### src/sv/kcs_pkg.sv
`timescale 1ns / 1ps
package kcs_pkg;
    localparam int MaxKeys   = 16;
    localparam int IdxBits   = $clog2(MaxKeys);
    localparam int TimeBits  = 17;
    localparam int ValBits   = 32;
    localparam int DiffBits  = ValBits + 1;
    localparam int CntBits   = 5;

    localparam logic [1:0] CfgVectorMode = 2'd0;
    localparam logic [1:0] CfgKeyCount   = 2'd1;
    localparam int CfgIdxBits  = 2;
    localparam int CfgDataBits = 5;

    typedef struct packed {
        logic load;
        logic seek_init;
        logic seek_step;
        logic fetch;
        logic div_start;
        logic emit;
    } t_cmd;

    typedef struct packed {
        logic seek_done;
        logic div_done;
    } t_stat;
endpackage

### src/sv/kcs_ctrl.sv
`timescale 1ns / 1ps
module kcs_ctrl (
    input  logic           i_clk,
    input  logic           i_rst_n,
    input  logic           i_start,
    input  logic           i_mode,
    input  kcs_pkg::t_stat i_stat,
    output kcs_pkg::t_cmd  o_cmd,
    output logic           o_busy
);
    import kcs_pkg::*;

    typedef enum logic [4:0] {
        S_IDLE  = 5'b00001,
        S_SEEK  = 5'b00010,
        S_FETCH = 5'b00100,
        S_DIV   = 5'b01000,
        S_EMIT  = 5'b10000
    } t_state;

    t_state r_state, n_state;
    logic   r_fwait, n_fwait;

    always_comb begin
        n_state = r_state;
        n_fwait = r_fwait;
        o_cmd   = '0;
        unique case (r_state)
            S_IDLE: begin
                if (i_start) begin
                    if (i_mode) begin
                        o_cmd.seek_init = 1'b1;
                        n_state = S_SEEK;
                    end else begin
                        o_cmd.load = 1'b1;
                    end
                end
            end
            S_SEEK: begin
                if (i_stat.seek_done) begin
                    o_cmd.fetch = 1'b1;
                    n_fwait = 1'b0;
                    n_state = S_FETCH;
                end else begin
                    o_cmd.seek_step = 1'b1;
                end
            end
            S_FETCH: begin
                // waits on the address reg, then the read data reg
                if (r_fwait) begin
                    o_cmd.div_start = 1'b1;
                    n_state = S_DIV;
                end else begin
                    n_fwait = 1'b1;
                end
            end
            S_DIV: begin
                if (i_stat.div_done) n_state = S_EMIT;
            end
            S_EMIT: begin
                o_cmd.emit = 1'b1;
                n_state = S_IDLE;
            end
            default: n_state = S_IDLE;
        endcase
    end

    always_ff @(posedge i_clk) begin
        if (!i_rst_n) begin
            r_state <= S_IDLE;
            r_fwait <= 1'b0;
        end else begin
            r_state <= n_state;
            r_fwait <= n_fwait;
        end
    end

    assign o_busy = (r_state != S_IDLE);
endmodule

### config.mk
export PLATFORM = sky130hd
export DESIGN_NAME = kcs_ctrl
export DESIGN_NICKNAME = d
export VERILOG_FILES = /design/src/sv/kcs_pkg.sv /design/src/sv/kcs_ctrl.sv
export SDC_FILE = /design/constraint.sdc
export NUM_CORES = 1
export LEC_CHECK = 0
export ABC_AREA = 1
export BUFFER_PORTS_ARGS = -buffer_cell sky130_fd_sc_hd__buf_2
export CAP_MARGIN = 20
export CORE_AREA = 5 5 42 44
export DETAILED_ROUTE_END_ITERATION = 7
export DIE_AREA = 0 0 47 49
export HOLD_SLACK_MARGIN = 0.12
export PLACE_DENSITY_LB_ADDON = 0.25
export SETUP_SLACK_MARGIN = 0.3
export SLEW_MARGIN = 10
export SYNTH_ARGS = -nofsm -noshare
export SYNTH_HDL_FRONTEND = slang
export SYNTH_SLANG_ARGS = --single-unit
### constraint.sdc
create_clock -name i_clk -period 2.8 [get_ports i_clk]
set_input_delay 0.56 -clock i_clk [delete_from_list [all_inputs] [get_ports i_clk]]
set_output_delay 0.56 -clock i_clk [all_outputs]
set_load 0.02 [all_outputs]
[Word level (Yosys, flattened, before mapping)]
Cells that the tools add are included.
Word-level totals
  register bits after elaboration: 6
  logic and storage cells: 34
  bits of input ports: 6
Operators by class
  muxes and demuxes: 18
  eq/ne operators: 11
  reduce and logical (&&, ||, !) cells: 3
Operators by type and width (number)
  $mux 5: 5
  $pmux 5 s4: 1
  $ne 2x2->1 const B: 5
  $mux 1: 8
  $mux 2: 3
  $eq 5x1->1 const B: 1
  $eq 5x2->1 const B: 1
  $eq 5x3->1 const B: 1
  $eq 5x4->1 const B: 1
  $eq 5x5->1 const B: 1
  $ne 5x1->1 const B: 1
  $reduce_and 5->1: 1
  $pmux 1 s2: 1
  $reduce_and 2->1: 1
  $reduce_bool 2->1: 1

[Logic depth before layout (Yosys ltp)]
  depth after elaboration: 3
  gate-level depth with buffers: 7
  gate-level depth less buffers: 7

[Worst setup path after synthesis]
Ideal clock, no wire load.
  path type: register to output
  start: register r_state[3]
  end: output port o_cmd[5] (netlist bit)
  setup slack: 1.008 ns
  stages on the path, launching flop included: 4
  data required time: 2.240 ns
  data arrival time: 1.232 ns
  cell sequence: dfxtp_1 -> nor2_4 -> nand3_2 -> nor3b_1
RTL lines
  start, declared: line kcs_ctrl.sv:21  | t_state r_state, n_state;
  start signal, assigned: line kcs_ctrl.sv:73  | r_state <= n_state;
  end, declared: line kcs_ctrl.sv:8  | output kcs_pkg::t_cmd o_cmd,

==> key figures <==
Outcome
  – Status: finished, final reports clean

Synthesis
  – Post-synth EDFFs: 0
  – Post-synthesis sequential area ratio: around 33%
  – Synth unique cells: 14
  – Synth area leaders: dfxtp_1, inv_1, nand4_1
  – Synth warn: 0
  – Count leader, synth: inv_1
  – Leading area contributor after synthesis: dfxtp_1
  – Post-synth top cells: inv_1, dfxtp_1, nand4_1, nand2_1, nor2_1
  – Top_reg_cell synth: dfxtp_1
  – Mapped Avg Cell Area: 6.917 sq um
  – Post-synthesis register bit count: 6
  – Asr flop ratio synth: 0%
  – Synthesized instance count: 53
  – Synthesized cell area: 366.6 sq um
  – Syn Nets: between 50 and 60
  – Synth top area share: 32.76%

GRT
  – Pin count of the biggest net entering global routing: 11
  – Initial antenna violation count: 0
  – First-pass GRT wire length: about 1200 um
  – Vias in the first global route: around 320
  – GR Overflow Total: 0
  – Total GRT Usage: 7.334%

Setup path
  – Delay-heaviest family, CP: simple AND/OR/NAND/NOR gates
  – R2R depth: 7
  – CP Cell Sequence: nor2_4 -> nand3_2 -> or2_4 -> inv_1 -> buf_2
  – Type of the worst setup path: reg2out
  – CP max stage cell: dfxtp_1
  – Critical Path End Type: primary output
  – CP Data Arrival Time: around 1400 ps
  – CP Launch Type: register
  – Crit path depth: 5
  – Crit path max fanout: 6
  – Worst path bufs/invs: 2
  – Max incr delay on CP: 330 ps
  – Worst EP required: 2240 ps

Die
  – Core Box Area: 0.001401 sq mm
  – Num ports: 13
  – Starting density of the core: about a quarter
  – DIE HEIGHT: 49 um
  – DIE WIDTH: 47 um
  – DIE AREA: between 0.002 and 0.0025 sq mm
  – Floorplan row count: 14

Clocking
  – CTS resizes: 0
  – CTS tree: built
  – Post-CTS setup buffers: 0
  – Root Buffer: clkbuf_4
  – Htree depth: 1
  – CTS Buf Count: 3
  – Sink Count: 6
  – Worst-path clk slew: 40 ps
  – Hold_buf cts: 0
  – Clk_lat worst skew: 250 ps
  – Worst-case clock buffer depth: 2

Placement
  – Port bufs: 12
  – DP HPWL: between 600 and 700 um
  – Dpl cell area: about 450 sq um
  – RePlAce Congestion: 0.8413

Hold path
  – Worst min-delay path class: reg2reg
  – Cells on Worst Hold Path: 2

Finish
  – Post-layout instance area: 469.2 sq um
  – Layout cells sized above 1: about two fifths
  – Filler cells: 155
  – Register area: 120.1 sq um
  – Area of the multi-input gates: 190.2 sq um
  – Final antenna diode count: 0
  – Fin nets: between 70 and 80
  – Util after Layout: 33.48%
  – P&R area growth vs syn: 27.99%

Timing
  – Final-report setup violation count: 0
  – Part of the cycle the worst path needs: 68.51%
  – Min Hold Slack: 467.5 ps
  – Pins Over Slew Limit: 0
  – Tmin final: 1918 ps
  – Worst slew margin: 84.41%
  – Final hold violation count: 0
  – Slew at the pin with the worst max-slew slack: 233.1 ps
  – Worst setup skew after layout: 0.3772 ps
  – RSZ-0062 raised after global routing: false
  – Maximum clock rate: roughly 520 MHz
  – Setup TNS: 0 ps

Pwr
  – Leak pwr: 0.2612 nW
  – P per Cell Area: 443.1 mW/mm^2
  – Max rail drop VDD: 0.2151 mV

Routing
  – DR pass1 iterations: 4
  – Via-to-Cell Ratio: 4.512
  – Routed vias: 379
  – First DRT Iteration DRCs: 10
  – Routed wire per std cell: 9.726 um
  – Antenna-violating nets left: 0
  – Number of remaining DRC errors: 0
  – Total Wirelength: approximately 820 um

Flow run
  – Max-cap viol count: 0
## report_power, final
| group | total [W] | switching (W) | internal [W] |
|---|---|---|---|
| sequential | 0.0000904 | 0.00000233 | 0.0000881 |
| clock | 0.0000815 | 0.0000329 | 0.0000486 |
| combinational | 0.0000360 | 0.0000220 | 0.0000140 |
| total | 0.000208 | 0.0000572 | 0.000151 |
## stage by stage
step	total power (W)	worst slack [ps]	instances
4_1_cts	0.0002107	879.6	84
6_report	0.0002079	881.7	84
3_3_place_gp	0.0001280	1090	81
5_1_grt	0.0002190	818.0	84
2_1_floorplan	0.0001164	1008	53
3_5_place_dp	0.0001275	1080	81
## final timing paths
kind / start / endpoint / slack (ps)
worst min register to register: r_fwait / r_fwait / 470
worst max-delay path: r_state[3] / o_cmd[4] / 880
worst max register to register: r_state[1] / r_state[4] / 1640
worst min-delay path: r_fwait / r_fwait / 470
## area by class of cell
type	count	share of cell area, %
multi-input cells	32	40.53
inverters	15	12.00
well taps	16	4.267
repair buffers	12	12.80
flip-flops and latches	6	25.60
clock buffers	3	4.800
## worst register-to-register path: stages (launching register included)
cell and delay [ps]:
dfxtp_1 370, inv_1 50, nor2_1 200, nand4_1 210, nand2_1 100, nor2_1 50, nand3_1 60, inv_1 40
## cells in the final DEF (no fill, tap or decap)
cell type and n:
inv_1 12, buf_2 12, nand4_1 6, dfxtp_1 6, nor2_1 5, nand2_1 5
nand3_1 4, inv_2 3, a21oi_1 3, clkbuf_4 3, nor2_4 2, nor2_2 2
nand3_2 2, or2_4 1, nor3b_1 1, a21oi_2 1
## kinds of logic (layout without fill, tap and decap cells)
kind of cell	count (synthesis)	in the layout	synth area share (%)
buffers and inverters	15	30	15.36
DFF	6	6	32.77
and+or+nand+nor	28	28	45.40
AOI/OAI and AO/OA	4	4	6.484
## registers in the layout, indices dropped and copies added (netlist names)
name	flops
r_state	5
r_fwait	1
## metal layers
metal / part of all wire [%] / global-route usage [%] / vias up
met4: 2.7 / 6.912 / 0
met1: 47 / 9.272 / 150
met3: 11 / 2.583 / 4
met2: 39 / 9.050 / 25
met5: 0 / 0 / -
li1: - / - / 200
Power figures use the tool's default switching activity.
